--- src/rtl/mee_pkg.sv ---
package mee_pkg;

    localparam int QUEUE_DEPTH = 4;
    localparam int OUT_DEPTH   = 2;

    localparam int CFG_IDX_W  = 1;
    localparam int CFG_DATA_W = 2;

    localparam logic [CFG_IDX_W-1:0] REG_TRACKING = 1'd0;
    localparam logic [CFG_IDX_W-1:0] REG_DECIMAL  = 1'd1;

    localparam logic [1:0] MODE_NONE  = 2'd0;
    localparam logic [1:0] MODE_PRESS = 2'd1;
    localparam logic [1:0] MODE_DRAG  = 2'd2;
    localparam logic [1:0] MODE_ANY   = 2'd3;

    localparam int COORD_W = 16;
    localparam int CODE_W  = 7;
    localparam int BCD_W   = 20;
    localparam int CBCD_W  = 12;

    localparam logic [CODE_W-1:0] BTN_WHEEL  = 7'd64;
    localparam logic [CODE_W-1:0] BTN_HWHEEL = 7'd66;
    localparam logic [CODE_W-1:0] BTN_MOTION = 7'd32;

    localparam logic [7:0] CH_ESC     = 8'h1B;
    localparam logic [7:0] CH_BRACKET = 8'h5B;
    localparam logic [7:0] CH_LT      = 8'h3C;
    localparam logic [7:0] CH_SEMI    = 8'h3B;
    localparam logic [7:0] CH_PRESS   = 8'h4D;
    localparam logic [7:0] CH_RELEASE = 8'h6D;
    localparam logic [7:0] CH_ZERO    = 8'h30;
    localparam logic [7:0] LEG_OFFSET = 8'h20;
    localparam logic [COORD_W-1:0] LEG_MAX = 16'd223;

    typedef struct packed {
        logic               left_down;
        logic               middle_down;
        logic               right_down;
        logic               moved;
        logic               wheeled;
        logic               hwheeled;
        logic signed [15:0] wheel_delta;
        logic               shift_key;
        logic               alt_key;
        logic               ctrl_key;
        logic [14:0]        column;
        logic [14:0]        row;
    } t_event;

    typedef struct packed {
        logic [7:0] byte_first;
        logic [7:0] byte_second;
        logic       second_valid;
        logic       last_of_event;
    } t_result;

    typedef struct packed {
        logic [CODE_W-1:0]  code;
        logic               rel;
        logic [COORD_W-1:0] x;
        logic [COORD_W-1:0] y;
        logic               last;
    } t_report;

    typedef struct packed {
        t_report           rep;
        logic [CBCD_W-1:0] dc;
        logic [BCD_W-1:0]  dx;
        logic [BCD_W-1:0]  dy;
    } t_conv;

    // one shift-add-3 step of binary to BCD
    function automatic logic [BCD_W-1:0] dd_step(input logic [BCD_W-1:0] bcd, input logic din);
        logic [BCD_W-1:0] adj;
        adj = bcd;
        for (int k = 0; k < BCD_W / 4; k++) begin
            if (adj[4*k +: 4] > 4'd4) begin
                adj[4*k +: 4] = adj[4*k +: 4] + 4'd3;
            end
        end
        return {adj[BCD_W-2:0], din};
    endfunction

endpackage

--- src/rtl/mee_fifo.sv ---
module mee_fifo #(
    parameter int WIDTH = 8,
    parameter int DEPTH = 2
) (
    input  logic             i_clk,
    input  logic             i_rst_n,
    input  logic             i_push,
    input  logic [WIDTH-1:0] i_wdata,
    output logic             o_full,
    input  logic             i_pop,
    output logic [WIDTH-1:0] o_rdata,
    output logic             o_empty
);

    localparam int PTR_W = (DEPTH > 1) ? $clog2(DEPTH) : 1;
    localparam int CNT_W = $clog2(DEPTH + 1);

    logic [WIDTH-1:0] r_mem [DEPTH];
    logic [PTR_W-1:0] r_wptr;
    logic [PTR_W-1:0] r_rptr;
    logic [CNT_W-1:0] r_cnt;
    logic             wr;
    logic             rd;

    assign o_full  = (r_cnt == CNT_W'(DEPTH));
    assign o_empty = (r_cnt == '0);
    assign wr      = i_push && !o_full;
    assign rd      = i_pop && !o_empty;
    assign o_rdata = r_mem[r_rptr];

    always_ff @(posedge i_clk) begin
        if (!i_rst_n) begin
            r_wptr <= '0;
            r_rptr <= '0;
            r_cnt  <= '0;
        end else begin
            if (wr) begin
                r_wptr <= (r_wptr == PTR_W'(DEPTH - 1)) ? '0 : r_wptr + 1'b1;
            end
            if (rd) begin
                r_rptr <= (r_rptr == PTR_W'(DEPTH - 1)) ? '0 : r_rptr + 1'b1;
            end
            if (wr && !rd) begin
                r_cnt <= r_cnt + 1'b1;
            end else if (rd && !wr) begin
                r_cnt <= r_cnt - 1'b1;
            end
        end
    end

    always_ff @(posedge i_clk) begin
        if (wr) begin
            r_mem[r_wptr] <= i_wdata;
        end
    end

endmodule

--- src/rtl/mee_front.sv ---
module mee_front (
    input  logic             i_clk,
    input  logic             i_rst_n,
    input  logic             i_push,
    input  mee_pkg::t_event  i_event,
    output logic             o_full,
    input  logic [1:0]       i_tracking_mode,
    output logic             o_q_push,
    output mee_pkg::t_report o_q_data,
    input  logic             i_q_full
);

    localparam int M_LEFT   = 0;
    localparam int M_MIDDLE = 1;
    localparam int M_RIGHT  = 2;
    localparam int M_WHEEL  = 3;
    localparam int M_HWHEEL = 4;
    localparam int M_MOTION = 5;
    localparam int M_W      = 6;

    logic [2:0]                  r_prev;
    logic [2:0]                  r_cur;
    logic [M_W-1:0]              r_mask;
    logic [4:0]                  r_mods;
    logic [mee_pkg::COORD_W-1:0] r_x;
    logic [mee_pkg::COORD_W-1:0] r_y;
    logic                        r_wcode;
    logic                        r_hcode;
    logic [1:0]                  r_msel;

    logic [M_W-1:0]              n_mask;
    logic [M_W-1:0]              rem;
    logic [2:0]                  cur;
    logic [2:0]                  diff;
    logic                        wheel_en;
    logic                        hwheel_en;
    logic                        motion_en;
    logic                        accept;
    logic [mee_pkg::CODE_W-1:0]  mods7;
    logic [mee_pkg::CODE_W-1:0]  code;
    logic                        rel;

    assign cur  = {i_event.right_down, i_event.middle_down, i_event.left_down};
    assign diff = cur ^ r_prev;
    assign wheel_en  = i_event.wheeled && (i_tracking_mode != mee_pkg::MODE_NONE);
    assign hwheel_en = i_event.hwheeled && (i_tracking_mode != mee_pkg::MODE_NONE);
    assign motion_en = !(|diff) && !wheel_en && !hwheel_en && i_event.moved
        && ((i_tracking_mode == mee_pkg::MODE_ANY)
            || ((i_tracking_mode == mee_pkg::MODE_DRAG) && (cur != 3'b000)));
    assign n_mask = {motion_en, hwheel_en, wheel_en, diff};

    assign rem      = r_mask & (r_mask - 1'b1);
    assign o_q_push = (r_mask != '0) && !i_q_full;
    assign o_full   = (r_mask != '0) && !(o_q_push && (rem == '0));
    assign accept   = i_push && !o_full;
    assign mods7    = {2'b00, r_mods};

    always_comb begin
        code = mods7;
        rel  = 1'b0;
        if (r_mask[M_LEFT]) begin
            rel = !r_cur[0];
        end else if (r_mask[M_MIDDLE]) begin
            code = mods7 + 7'd1;
            rel  = !r_cur[1];
        end else if (r_mask[M_RIGHT]) begin
            code = mods7 + 7'd2;
            rel  = !r_cur[2];
        end else if (r_mask[M_WHEEL]) begin
            code = mods7 + mee_pkg::BTN_WHEEL + {6'd0, r_wcode};
        end else if (r_mask[M_HWHEEL]) begin
            code = mods7 + mee_pkg::BTN_HWHEEL + {6'd0, r_hcode};
        end else if (r_mask[M_MOTION]) begin
            code = mods7 + mee_pkg::BTN_MOTION + {5'd0, r_msel};
        end
    end

    always_comb begin
        o_q_data.code = code;
        o_q_data.rel  = rel;
        o_q_data.x    = r_x;
        o_q_data.y    = r_y;
        o_q_data.last = (rem == '0);
    end

    always_ff @(posedge i_clk) begin
        if (!i_rst_n) begin
            r_prev <= '0;
            r_mask <= '0;
        end else if (accept) begin
            r_prev <= cur;
            r_mask <= n_mask;
        end else if (o_q_push) begin
            r_mask <= rem;
        end
    end

    always_ff @(posedge i_clk) begin
        if (accept) begin
            r_cur   <= cur;
            r_mods  <= {i_event.ctrl_key, i_event.alt_key, i_event.shift_key, 2'b00};
            r_x     <= {1'b0, i_event.column} + 16'd1;
            r_y     <= {1'b0, i_event.row} + 16'd1;
            // wheel down when negated delta <= -120 (most negative value stays put)
            r_wcode <= !((i_event.wheel_delta >= 16'sd120)
                         || (i_event.wheel_delta == -16'sd32768));
            r_hcode <= !(i_event.wheel_delta <= -16'sd120);
            if (i_event.left_down) begin
                r_msel <= 2'd0;
            end else if (i_event.middle_down) begin
                r_msel <= 2'd1;
            end else if (i_event.right_down) begin
                r_msel <= 2'd2;
            end else begin
                r_msel <= 2'd3;
            end
        end
    end

endmodule

--- src/rtl/mee_conv.sv ---
module mee_conv (
    input  logic             i_clk,
    input  logic             i_rst_n,
    input  logic             i_decimal,
    input  mee_pkg::t_report i_q_data,
    input  logic             i_q_empty,
    output logic             o_q_pop,
    output logic             o_valid,
    output mee_pkg::t_conv   o_data,
    input  logic             i_take
);

    localparam int STEPS = mee_pkg::COORD_W;
    localparam int CNT_W = $clog2(STEPS);

    logic                        r_busy;
    logic                        r_rdy;
    logic [CNT_W-1:0]            r_cnt;
    mee_pkg::t_report            r_rep;
    logic [mee_pkg::COORD_W-1:0] r_bx;
    logic [mee_pkg::COORD_W-1:0] r_by;
    logic [mee_pkg::COORD_W-1:0] r_bc;
    logic [mee_pkg::BCD_W-1:0]   r_dx;
    logic [mee_pkg::BCD_W-1:0]   r_dy;
    logic [mee_pkg::BCD_W-1:0]   r_dc;
    logic                        start;

    assign start   = !r_busy && !r_rdy && !i_q_empty;
    assign o_q_pop = start;
    assign o_valid = r_rdy;

    always_comb begin
        o_data.rep = r_rep;
        o_data.dc  = r_dc[mee_pkg::CBCD_W-1:0];
        o_data.dx  = r_dx;
        o_data.dy  = r_dy;
    end

    always_ff @(posedge i_clk) begin
        if (!i_rst_n) begin
            r_busy <= 1'b0;
            r_rdy  <= 1'b0;
        end else if (start) begin
            r_busy <= i_decimal;
            r_rdy  <= !i_decimal;
        end else if (r_busy && (r_cnt == CNT_W'(STEPS - 1))) begin
            r_busy <= 1'b0;
            r_rdy  <= 1'b1;
        end else if (i_take) begin
            r_rdy <= 1'b0;
        end
    end

    always_ff @(posedge i_clk) begin
        if (start) begin
            r_rep <= i_q_data;
            r_bx  <= i_q_data.x;
            r_by  <= i_q_data.y;
            r_bc  <= {{(mee_pkg::COORD_W - mee_pkg::CODE_W){1'b0}}, i_q_data.code};
            r_dx  <= '0;
            r_dy  <= '0;
            r_dc  <= '0;
            r_cnt <= '0;
        end else if (r_busy) begin
            r_dx  <= mee_pkg::dd_step(r_dx, r_bx[mee_pkg::COORD_W-1]);
            r_dy  <= mee_pkg::dd_step(r_dy, r_by[mee_pkg::COORD_W-1]);
            r_dc  <= mee_pkg::dd_step(r_dc, r_bc[mee_pkg::COORD_W-1]);
            r_bx  <= {r_bx[mee_pkg::COORD_W-2:0], 1'b0};
            r_by  <= {r_by[mee_pkg::COORD_W-2:0], 1'b0};
            r_bc  <= {r_bc[mee_pkg::COORD_W-2:0], 1'b0};
            r_cnt <= r_cnt + 1'b1;
        end
    end

endmodule

--- src/rtl/mee_emit.sv ---
module mee_emit (
    input  logic             i_clk,
    input  logic             i_rst_n,
    input  logic             i_decimal,
    input  logic             i_valid,
    input  mee_pkg::t_conv   i_data,
    output logic             o_take,
    output logic             o_out_push,
    output mee_pkg::t_result o_out_data,
    input  logic             i_out_full
);

    // byte slots of one report
    localparam logic [4:0] SLOT_ESC     = 5'd0;
    localparam logic [4:0] SLOT_BRACKET = 5'd1;
    localparam logic [4:0] SLOT_INTRO   = 5'd2;
    localparam logic [4:0] SLOT_CODE    = 5'd3;
    localparam logic [4:0] SLOT_SEP1    = 5'd6;
    localparam logic [4:0] SLOT_X       = 5'd7;
    localparam logic [4:0] SLOT_SEP2    = 5'd12;
    localparam logic [4:0] SLOT_Y       = 5'd13;
    localparam logic [4:0] SLOT_FIN     = 5'd18;
    localparam logic [4:0] SLOT_LEG_CB  = 5'd3;
    localparam logic [4:0] SLOT_LEG_CX  = 5'd4;
    localparam logic [4:0] SLOT_LEG_CY  = 5'd5;

    logic                        r_active;
    logic [4:0]                  r_pos;
    logic [4:0]                  r_cs;
    logic [4:0]                  r_xs;
    logic [4:0]                  r_ys;
    logic [mee_pkg::CBCD_W-1:0]  r_dc;
    logic [mee_pkg::BCD_W-1:0]   r_dx;
    logic [mee_pkg::BCD_W-1:0]   r_dy;
    logic                        r_rel;
    logic                        r_last;
    logic [7:0]                  r_cb;
    logic [7:0]                  r_cx;
    logic [7:0]                  r_cy;
    logic                        r_hold_v;
    logic [7:0]                  r_hold_b;

    logic [7:0]                  cur_byte;
    logic                        fin;
    logic [4:0]                  n_pos;
    logic                        byte_last;
    logic                        need_push;
    logic                        adv;
    logic [mee_pkg::CODE_W-1:0]  lcode;

    // slot of the most significant nonzero digit, digits at base .. base+4
    function automatic logic [4:0] first_slot(input logic [mee_pkg::BCD_W-1:0] d,
                                              input logic [4:0] base);
        logic [4:0] s;
        if (d[19:16] != 4'd0) begin
            s = base;
        end else if (d[15:12] != 4'd0) begin
            s = base + 5'd1;
        end else if (d[11:8] != 4'd0) begin
            s = base + 5'd2;
        end else if (d[7:4] != 4'd0) begin
            s = base + 5'd3;
        end else begin
            s = base + 5'd4;
        end
        return s;
    endfunction

    function automatic logic [7:0] leg_coord(input logic [mee_pkg::COORD_W-1:0] v);
        logic [7:0] b;
        if ((v == '0) || (v > mee_pkg::LEG_MAX)) begin
            b = 8'h00;
        end else begin
            b = v[7:0] + mee_pkg::LEG_OFFSET;
        end
        return b;
    endfunction

    function automatic logic [7:0] digit(input logic [3:0] d);
        return mee_pkg::CH_ZERO | {4'h0, d};
    endfunction

    assign o_take = i_valid && !r_active;
    assign lcode  = i_data.rep.rel ? {2'b00, i_data.rep.code[4:2], 2'b11} : i_data.rep.code;

    always_comb begin
        cur_byte = mee_pkg::CH_ESC;
        if (i_decimal) begin
            case (r_pos)
                SLOT_ESC:         cur_byte = mee_pkg::CH_ESC;
                SLOT_BRACKET:     cur_byte = mee_pkg::CH_BRACKET;
                SLOT_INTRO:       cur_byte = mee_pkg::CH_LT;
                SLOT_CODE:        cur_byte = digit(r_dc[11:8]);
                SLOT_CODE + 5'd1: cur_byte = digit(r_dc[7:4]);
                SLOT_CODE + 5'd2: cur_byte = digit(r_dc[3:0]);
                SLOT_SEP1:        cur_byte = mee_pkg::CH_SEMI;
                SLOT_X:           cur_byte = digit(r_dx[19:16]);
                SLOT_X + 5'd1:    cur_byte = digit(r_dx[15:12]);
                SLOT_X + 5'd2:    cur_byte = digit(r_dx[11:8]);
                SLOT_X + 5'd3:    cur_byte = digit(r_dx[7:4]);
                SLOT_X + 5'd4:    cur_byte = digit(r_dx[3:0]);
                SLOT_SEP2:        cur_byte = mee_pkg::CH_SEMI;
                SLOT_Y:           cur_byte = digit(r_dy[19:16]);
                SLOT_Y + 5'd1:    cur_byte = digit(r_dy[15:12]);
                SLOT_Y + 5'd2:    cur_byte = digit(r_dy[11:8]);
                SLOT_Y + 5'd3:    cur_byte = digit(r_dy[7:4]);
                SLOT_Y + 5'd4:    cur_byte = digit(r_dy[3:0]);
                SLOT_FIN:         cur_byte = r_rel ? mee_pkg::CH_RELEASE : mee_pkg::CH_PRESS;
                default:          cur_byte = mee_pkg::CH_ESC;
            endcase
        end else begin
            case (r_pos)
                SLOT_ESC:     cur_byte = mee_pkg::CH_ESC;
                SLOT_BRACKET: cur_byte = mee_pkg::CH_BRACKET;
                SLOT_INTRO:   cur_byte = mee_pkg::CH_PRESS;
                SLOT_LEG_CB:  cur_byte = r_cb;
                SLOT_LEG_CX:  cur_byte = r_cx;
                SLOT_LEG_CY:  cur_byte = r_cy;
                default:      cur_byte = mee_pkg::CH_ESC;
            endcase
        end
    end

    always_comb begin
        fin   = i_decimal ? (r_pos == SLOT_FIN) : (r_pos == SLOT_LEG_CY);
        n_pos = r_pos + 5'd1;
        if (i_decimal) begin
            case (r_pos)
                SLOT_INTRO: n_pos = r_cs;
                SLOT_SEP1:  n_pos = r_xs;
                SLOT_SEP2:  n_pos = r_ys;
                default:    n_pos = r_pos + 5'd1;
            endcase
        end
    end

    assign byte_last  = fin && r_last;
    assign need_push  = r_hold_v || byte_last;
    assign adv        = r_active && (!need_push || !i_out_full);
    assign o_out_push = adv && need_push;

    always_comb begin
        if (r_hold_v) begin
            o_out_data.byte_first   = r_hold_b;
            o_out_data.byte_second  = cur_byte;
            o_out_data.second_valid = 1'b1;
        end else begin
            o_out_data.byte_first   = cur_byte;
            o_out_data.byte_second  = 8'h00;
            o_out_data.second_valid = 1'b0;
        end
        o_out_data.last_of_event = byte_last;
    end

    always_ff @(posedge i_clk) begin
        if (!i_rst_n) begin
            r_active <= 1'b0;
            r_hold_v <= 1'b0;
        end else begin
            if (o_take) begin
                r_active <= 1'b1;
            end else if (adv && fin) begin
                r_active <= 1'b0;
            end
            if (adv) begin
                r_hold_v <= !r_hold_v && !byte_last;
            end
        end
    end

    always_ff @(posedge i_clk) begin
        if (adv) begin
            r_hold_b <= cur_byte;
        end
        if (o_take) begin
            r_pos  <= SLOT_ESC;
        end else if (adv) begin
            r_pos  <= n_pos;
        end
        if (o_take) begin
            r_cs   <= first_slot({8'h00, i_data.dc}, SLOT_CODE - 5'd2);
            r_xs   <= first_slot(i_data.dx, SLOT_X);
            r_ys   <= first_slot(i_data.dy, SLOT_Y);
            r_dc   <= i_data.dc;
            r_dx   <= i_data.dx;
            r_dy   <= i_data.dy;
            r_rel  <= i_data.rep.rel;
            r_last <= i_data.rep.last;
            r_cb   <= mee_pkg::LEG_OFFSET + {1'b0, lcode};
            r_cx   <= leg_coord(i_data.rep.x);
            r_cy   <= leg_coord(i_data.rep.y);
        end
    end

endmodule

--- src/rtl/mouse_event_escape_encoder.sv ---
// channel   direction  handshake             payload
// ------------------------------------------------------------------
// event     in         push / full           i_event  (t_event)
// result    out        pop / empty           o_result (t_result)
// config    in         i_cfg_we, i_cfg_idx   i_cfg_data
//
// Front accepts an event once its last report enters the queue, one report per cycle while the queue has room.
// SGR report: a binary-to-BCD pass, overlapped with the previous report's bytes.
// Byte serializer loads each report, then moves one byte per cycle while the result queue
// has room; bytes pair into results.
// Reset is synchronous, active low; it clears button history and all queues.
// A full result queue stalls the serializer, then the converter, then the front.
module mouse_event_escape_encoder #(
    parameter int QUEUE_DEPTH = mee_pkg::QUEUE_DEPTH,
    parameter int OUT_DEPTH   = mee_pkg::OUT_DEPTH
) (
    input  logic                           i_clk,
    input  logic                           i_rst_n,
    input  logic                           push,
    output logic                           full,
    input  mee_pkg::t_event                i_event,
    output logic                           empty,
    input  logic                           pop,
    output mee_pkg::t_result               o_result,
    input  logic                           i_cfg_we,
    input  logic [mee_pkg::CFG_IDX_W-1:0]  i_cfg_idx,
    input  logic [mee_pkg::CFG_DATA_W-1:0] i_cfg_data
);

    logic [1:0]       r_tracking_mode;
    logic             r_decimal;

    logic             q_push;
    logic             q_full;
    logic             q_pop;
    logic             q_empty;
    mee_pkg::t_report q_wdata;
    mee_pkg::t_report q_rdata;
    logic             conv_valid;
    logic             conv_take;
    mee_pkg::t_conv   conv_data;
    logic             out_push;
    logic             out_full;
    mee_pkg::t_result out_wdata;

    always_ff @(posedge i_clk) begin
        if (!i_rst_n) begin
            r_tracking_mode <= mee_pkg::MODE_NONE;
            r_decimal       <= 1'b1;
        end else if (i_cfg_we) begin
            case (i_cfg_idx)
                mee_pkg::REG_TRACKING: r_tracking_mode <= i_cfg_data[1:0];
                mee_pkg::REG_DECIMAL:  r_decimal       <= i_cfg_data[0];
                default: ;
            endcase
        end
    end

    mee_front u_front (
        .i_clk           (i_clk),
        .i_rst_n         (i_rst_n),
        .i_push          (push),
        .i_event         (i_event),
        .o_full          (full),
        .i_tracking_mode (r_tracking_mode),
        .o_q_push        (q_push),
        .o_q_data        (q_wdata),
        .i_q_full        (q_full)
    );

    mee_fifo #(
        .WIDTH ($bits(mee_pkg::t_report)),
        .DEPTH (QUEUE_DEPTH)
    ) u_report_q (
        .i_clk   (i_clk),
        .i_rst_n (i_rst_n),
        .i_push  (q_push),
        .i_wdata (q_wdata),
        .o_full  (q_full),
        .i_pop   (q_pop),
        .o_rdata (q_rdata),
        .o_empty (q_empty)
    );

    mee_conv u_conv (
        .i_clk     (i_clk),
        .i_rst_n   (i_rst_n),
        .i_decimal (r_decimal),
        .i_q_data  (q_rdata),
        .i_q_empty (q_empty),
        .o_q_pop   (q_pop),
        .o_valid   (conv_valid),
        .o_data    (conv_data),
        .i_take    (conv_take)
    );

    mee_emit u_emit (
        .i_clk      (i_clk),
        .i_rst_n    (i_rst_n),
        .i_decimal  (r_decimal),
        .i_valid    (conv_valid),
        .i_data     (conv_data),
        .o_take     (conv_take),
        .o_out_push (out_push),
        .o_out_data (out_wdata),
        .i_out_full (out_full)
    );

    mee_fifo #(
        .WIDTH ($bits(mee_pkg::t_result)),
        .DEPTH (OUT_DEPTH)
    ) u_result_q (
        .i_clk   (i_clk),
        .i_rst_n (i_rst_n),
        .i_push  (out_push),
        .i_wdata (out_wdata),
        .o_full  (out_full),
        .i_pop   (pop),
        .o_rdata (o_result),
        .o_empty (empty)
    );

endmodule

--- config.mk ---
export PLATFORM = sky130hd
export DESIGN_NAME = mouse_event_escape_encoder
export DESIGN_NICKNAME = d
export VERILOG_FILES = /design/src/rtl/mee_pkg.sv /design/src/rtl/mee_fifo.sv /design/src/rtl/mee_front.sv /design/src/rtl/mee_conv.sv /design/src/rtl/mee_emit.sv /design/src/rtl/mouse_event_escape_encoder.sv
export SDC_FILE = /design/constraint.sdc
export NUM_CORES = 1
export LEC_CHECK = 0
export ABC_AREA = 1
export BUFFER_PORTS_ARGS = -buffer_cell sky130_fd_sc_hd__buf_2
export CAP_MARGIN = 20
export CELL_PAD_IN_SITES_DETAIL_PLACEMENT = 0
export CELL_PAD_IN_SITES_GLOBAL_PLACEMENT = 1
export CORE_MARGIN = 2
export CORE_UTILIZATION = 45
export DETAILED_ROUTE_END_ITERATION = 8
export PLACE_DENSITY = 0.69
export SLEW_MARGIN = 0
export SYNTH_ARGS = -nofsm -noshare
export SYNTH_HDL_FRONTEND = slang
export SYNTH_SLANG_ARGS = --single-unit
--- constraint.sdc ---
create_clock -name i_clk -period 5.71 [get_ports i_clk]
set_clock_uncertainty 0.15 [all_clocks]
set_input_delay 0.2855 -clock i_clk [delete_from_list [all_inputs] [get_ports i_clk]]
set_output_delay 0.2855 -clock i_clk [all_outputs]
set_load 0.01 [all_outputs]
Word-level counts from Yosys, hierarchy flattened. Memories as Yosys holds them, arrays and structs flattened. A register that Yosys moved wholly into a read port is not among the register bits. Cells that the tools add are included.

Add/sub/neg operators: 39. $lt $le $gt $ge: 19. Equal/unequal tests: 26. Muxes and demuxes: 73. Bitwise operators: 3. Reduce and logical (&&, ||, !) cells: 91.

Operator list (count): 8-bit one-hot mux with 17 select lines (1); 16-bit 2-to-1 mux (4); 7-bit 2-to-1 mux (9); 4-bit by 3-bit greater-than comparator with 1-bit output, second input constant (15); 4-bit 2-to-1 mux (14); 4-bit by 2-bit adder with 4-bit output, second input constant (12); 5-bit by 4-bit == test with 1-bit output, second input constant (8); 8-bit one-hot mux with 5 select lines (1); 4-bit nonzero test (10); 15-bit by 1-bit adder with 16-bit output, second input constant (2); 16-bit by 8-bit greater-than comparator with 1-bit output, second input constant (2); 16-bit logical NOT (2); 1-bit logical AND (28); 1-bit logical NOT (25); 1-bit 2-to-1 mux (24); 5-bit by 3-bit == test with 1-bit output, second input constant (4); 6-bit 2-to-1 mux (3); 17-bit 2-to-1 mux (1); 8-bit by 6-bit adder with 8-bit output, second input constant (2); 16-bit == test, second input constant (1); 16-bit by 8-bit greater-or-equal comparator with 1-bit output, second input constant (1); 16-bit by 8-bit less-or-equal comparator with 1-bit output, second input constant (1); 2-bit 2-to-1 mux (8); 5-bit == test, second input constant (3); 38 further kinds (70).

Register bits: 328. RAM bits: 200. Input bits: 63. Output and inout port bits: 20. Logic and storage cells: 303. Memories: 2.

Memories: u_report_q.r_mem (words 4, width 41, read ports 1, clocked after memory_dff 1, write ports 1, line mee_fifo.sv:18) `logic [WIDTH-1:0] r_mem [DEPTH];`; u_result_q.r_mem (words 2, width 18, read ports 1, clocked after memory_dff 1, write ports 1, line mee_fifo.sv:18).

Longest topological paths before layout.
Depth after elaboration: 13. Gate-level depth with buffers: 15. Mapped depth without buffers: 15.

Cells and area by module. A second synthesis with hierarchy kept.

Cell total of the unflattened synthesis: 2197. Area total of the unflattened synthesis: 22910.7 um^2.

Modules (own cells, without submodules): mee_conv (instances 1, cells an instance 827, area an instance 6846.6 um^2, seq. area each 3743.6 um^2); mee_fifo at u_report_q (instances 1, cells an instance 468, area an instance 6571.3 um^2, seq. area each 5104.9 um^2); mee_emit (instances 1, cells an instance 542, area an instance 5216.3 um^2, seq. area each 3052.9 um^2); mee_front (instances 1, cells an instance 246, area an instance 2547.4 um^2, seq. area each 1441.4 um^2); mee_fifo at u_result_q (instances 1, cells an instance 94, area an instance 1597.8 um^2, seq. area each 1181.1 um^2); mouse_event_escape_encoder (instances 1, cells an instance 20, area an instance 131.4 um^2, seq. area each 60.1 um^2).

Least setup slack after synthesis. Ideal clock, no wire load.

Path kind: flip-flop to flip-flop. Start: reg u_conv.r_rdy (netlist: u_conv.o_valid). End: reg u_emit.r_pos[0]. Library setup time: 0.120 ns. Data arrival time: 4.814 ns. Data required time: 5.440 ns. Path slack: 0.626 ns. Stages on the path, launching flop included: 6. Path buffers: 0. Clock period less this slack: 5.084 ns. Cells stage by stage: dfxtp_1 inv_1 nor2_1 inv_1 o21ai_1 nor2_1.

Word-level cells in the longest chain between the ends: 1.

RTL lines: start, declared (line mee_conv.sv:17) `logic r_rdy;`; start signal, assigned (line mee_conv.sv:45) `r_rdy <= !i_decimal;`; 1-bit logical AND (line mee_emit.sv:83) `assign o_take = i_valid && !r_active;`; named net conv_take (line mouse_event_escape_encoder.sv:40) `logic conv_take;`; end signal, assigned (line mee_emit.sv:178) `r_pos <= n_pos;`; end, declared (line mee_emit.sv:28) `logic [4:0] r_pos;`.

The timed path passes the listed nets, and every way through them passes these cells. A chain may end at the register's enable or synchronous reset.

Final worst setup path.
Start: reg u_emit.r_hold_v. End: reg u_result_q.r_cnt[1].

Word-level cells in the longest chain between the ends: 9. Elaborated cells on any way between the ends: 11. Classes of those cells: mux: 1; reduce/logical: 10.

RTL lines: start, declared (line mee_emit.sv:40) `logic r_hold_v;`; start signal, assigned (line mee_emit.sv:166) `r_hold_v <= !r_hold_v && !byte_last;`; 1-bit logical OR (*) (line mee_emit.sv:138) `assign need_push = r_hold_v || byte_last;`; 1-bit logical NOT (line mee_emit.sv:139) `assign adv = r_active && (!need_push || !i_out_full);`; 1-bit logical OR (line mee_emit.sv:139); 1-bit logical AND (line mee_emit.sv:139); 1-bit logical AND (*) (line mee_emit.sv:140) `assign o_out_push = adv && need_push;`; 1-bit logical AND (*) (line mee_fifo.sv:27) `assign wr = i_push && !o_full;`; named net u_result_q.wr (line mee_fifo.sv:22) `logic wr;`; 1-bit logical NOT (line mee_fifo.sv:45) `end else if (rd && !wr) begin`; 1-bit logical AND (line mee_fifo.sv:45); 2-bit nonzero test (no line); end signal, assigned (line mee_fifo.sv:44) `r_cnt <= r_cnt + 1'b1;`; end signal, assigned (line mee_fifo.sv:46) `r_cnt <= r_cnt - 1'b1;`; end, declared (line mee_fifo.sv:21) `logic [CNT_W-1:0] r_cnt;`.

The timed path passes the listed nets; every way through them passes the cells marked *.

==> metrics <==
die area 0.0503 mm2; Total Routing Usage GR 19.5%; Mapped Area 0.0219 mm2; fraction of layout cells with a size suffix above 1 11.0%; Net Sw Frac 35.3%; Hold/Removal Path Class in2reg; register area share after synthesis 66.7%; area of the core 0.0478 mm2; syn_area_per_cell 10.9 um2; first-pass GRT wire length 76.5 mm; part of the power in registers 45.3%; Logic pwr share 29.4%; R2R Setup Slk 3020 ps; post-route clock period utilization 47.1%; crit path max fanout 17; IO Pins 83; iteration count of the initial detailed-routing pass 5; WS Path Type reg2reg; Ys Warns 0; Slew headroom 32.5%; DR WL/cell 16.9 um; CTS Buf Count 54; FF-to-FF End u_result_q.r_cnt[1]$_SDFFE_PN0P_; die height 224 um; Internal 9.02 mW; Clock Latency Late Sink 610 ps; Routability Congestion 0.863; Final ANT Viol Nets 0; I/O Buffers 82; # diodes 0; Iteration-0 DRC Markers 880; DP Area 0.0229 mm2; Die Width 224 um; Post-Syn Instances 2008; Yosys reg bits 519; final hold violation count 0; clk buf depth 3; H-tree depth 2; vias in the first global route 14.2k; VDD IR max 0.342 mV; clock power share 25.4%; largest net degree at the start of global routing 83; post-place setup slack 3000 ps; crit path to u_result_q.r_cnt[1]$_SDFFE_PN0P_; CP Data Required Time 6040 ps; Placed Instances 2655; CP arrival 3020 ps; predominant post-synthesis flop cell edfxtp_1; Worst Max-Slew Pin Slew 1010 ps; Tot Pwr 13.9 mW; Design Area, Final 0.0254 mm2; Starting Density 45.7%; setup tns final 0 ps; Via Count 14.3k; RSZ-0062 raised after global routing no; CTS tree yes; vias per std cell 5.06; residual DRC count 0; crit path launch u_emit.r_hold_v$_SDFFE_PN0N_; Critical Path End Type register; Final WS setup 3020 ps; Min Hold Slack 57.5 ps; max-slew violations 0; Async SR Flop Fraction 0%; max_cap viols 0; final wirelength 47.7 mm; Pleak 10.1 nW; Final Core Density 53.1%; final non-filler cell total 2821; Final Setup Violations 0; layout net count 2269; Final min period 2690 ps; Psw 4.93 mW; Worst Reg-to-Reg Cells 9; area grow syn2layout 16.2%; CTS root buffer clkbuf_16; max frequency 372 MHz; Worst setup SP type register; placed wire-length estimate 30.6 mm; row count 80; EDFF count, synth 419; Power per Cell Area 549 mW/mm2; number of setup buffers added after CTS 0; initial antenna violation count 0; Yosys cell types 50; R2R Path Start u_emit.r_hold_v$_SDFFE_PN0N_; Clock transition at path regs 60 ps; Sink Count 519; outcome completed; grt ovf 0; syn nets 2116
flip-flops by register name (all words and copies together) (netlist names), 20 cells and up, named ones only:
| register | count |
|---|---|
| u_conv.r_dx | 20 |
| u_conv.o_data | 41 |
| u_emit.r_dx | 20 |
| u_result_q.r_mem | 36 |
| u_emit.r_dy | 20 |
| u_conv.r_dy | 20 |
| u_report_q.r_mem | 164 |
synthesized netlist by cell type (2+ instances only):
cell type	n	area, um2
nor2_2	5	31.3
o21ai_0	181	906
edfxtp_1	419	12600
xnor2_1	11	96.3
nand3_1	63	315
nand4_1	20	125
inv_2	7	26.3
buf_2	6	30.0
a31oi_1	3	18.8
nand2_1	372	1400
o32ai_1	2	17.5
nor2_1	235	882
a211oi_1	2	15.0
dfxtp_1	100	2000
buf_4	2	15.0
ha_1	44	551
o21ai_2	2	17.5
buf_1	5	18.8
xor2_1	48	420
nor3b_1	4	30.0
nor4_1	13	81.3
o21ai_1	2	10.0
o221ai_1	2	17.5
mux2_2	18	203
a22oi_1	2	15.0
nand3b_1	4	30.0
a21oi_1	77	385
or2_2	4	25.0
nor3_1	19	95.1
inv_1	211	792
clkbuf_1	53	199
nand2_2	10	62.6
o31ai_1	2	15.0
o211ai_1	3	22.5
o22ai_1	42	263
area by class of cell:
type	instances	area, um2
repair buffers	163	1180
clock buffers	73	1520
flip-flops and latches	519	14600
clock inverters	28	285
fillers	4135	22500
inverters	219	823
well taps	615	769
multi-input cells	1204	6240
worst min-delay path by stage:
stage                                            end  slack, ps                         start  depth (start not counted)
after CTS                     r_decimal$_SDFFE_PN1P_         50                      i_cfg_we                          2
after detailed placement    u_emit.r_cb[3]$_DFFE_PP_        260   u_conv.o_data[89]$_DFFE_PN_                          0
after global routing          r_decimal$_SDFFE_PN1P_         50                      i_cfg_we                          2
after global placement     u_emit.r_dy[12]$_DFFE_PP_        270  u_conv.r_dy[12]$_SDFFE_PN0P_                          0
final                         r_decimal$_SDFFE_PN1P_         60                      i_cfg_we                          2
after floorplan           u_front.r_cur[0]$_DFFE_PP_        230                   i_event[54]                          0
cells by family (layout without fill, tap and decap cells):
| group | Yosys count | after routing | synth area share [%] |
|---|---|---|---|
| AND/OR/NAND/NOR | 754 | 754 | 14.3 |
| flip-flops | 519 | 519 | 66.7 |
| AO/OA/AOI/OAI | 328 | 328 | 8.11 |
| buffers and inverters | 285 | 483 | 4.96 |
| XOR/XNOR | 59 | 59 | 2.36 |
| adder cells (fa/ha/maj) | 45 | 45 | 2.61 |
| multiplexers | 18 | 18 | 0.927 |
repair_timing:
item / 4_1_cts / 5_1_grt
hold buffers: 65 / 0
hold endpoints to repair: 64 / 0
resized for setup: 0 / 0
critical path, cell delays in order (launching register included):
cell      delay, ps
dfxtp_1         600
clkinv_1        600
nand2_2         260
nand3_1         160
inv_1           110
ha_1            250
a21oi_1         110
o21ai_0         120
o21ai_0         160
a21oi_1          50
layer usage:
layer  track usage (%)  vias to the layer above  wire [um]
li1                  -                     7159          -
met1              26.5                     6815      22100
met2              32.2                      240      22700
met3              2.83                       73       1690
met4              6.71                        0       1180
met5                 0                        -          0
cells in the final DEF, fill, tap and decap left out, types with 3 or more instances in the layout:
cell / count
edfxtp_1: 419
nand2_1: 371
nor2_1: 230
inv_1: 209
o21ai_0: 181
dfxtp_1: 99
buf_2: 82
a21oi_1: 77
dlygate4sd3_1: 65
nand3_1: 62
clkbuf_16: 56
xor2_1: 48
ha_1: 44
o22ai_1: 42
nand4_1: 20
nor3_1: 19
mux2_2: 18
buf_4: 16
clkinv_2: 15
nor4_1: 13
clkbuf_1: 12
xnor2_1: 11
nand2_2: 10
inv_2: 8
nor2_4: 6
clkinv_1: 6
nor2_2: 5
bufinv_16: 5
clkbuf_8: 5
or2_2: 4
nand3b_1: 4
nor3b_1: 4
a31oi_1: 3
o211ai_1: 3
inv_6: 3
power by group through the flow:
stage	logic (mW)	registers, mW	clock network, mW
3_5_place_dp	4.11	6.39	0
2_1_floorplan	2.92	6.20	0
3_3_place_gp	4.04	6.38	0
6_report	4.10	6.31	3.53
4_1_cts	4.16	6.32	3.63
5_1_grt	4.71	6.43	3.78
Note: power is estimated with default switching activity, not from simulation.
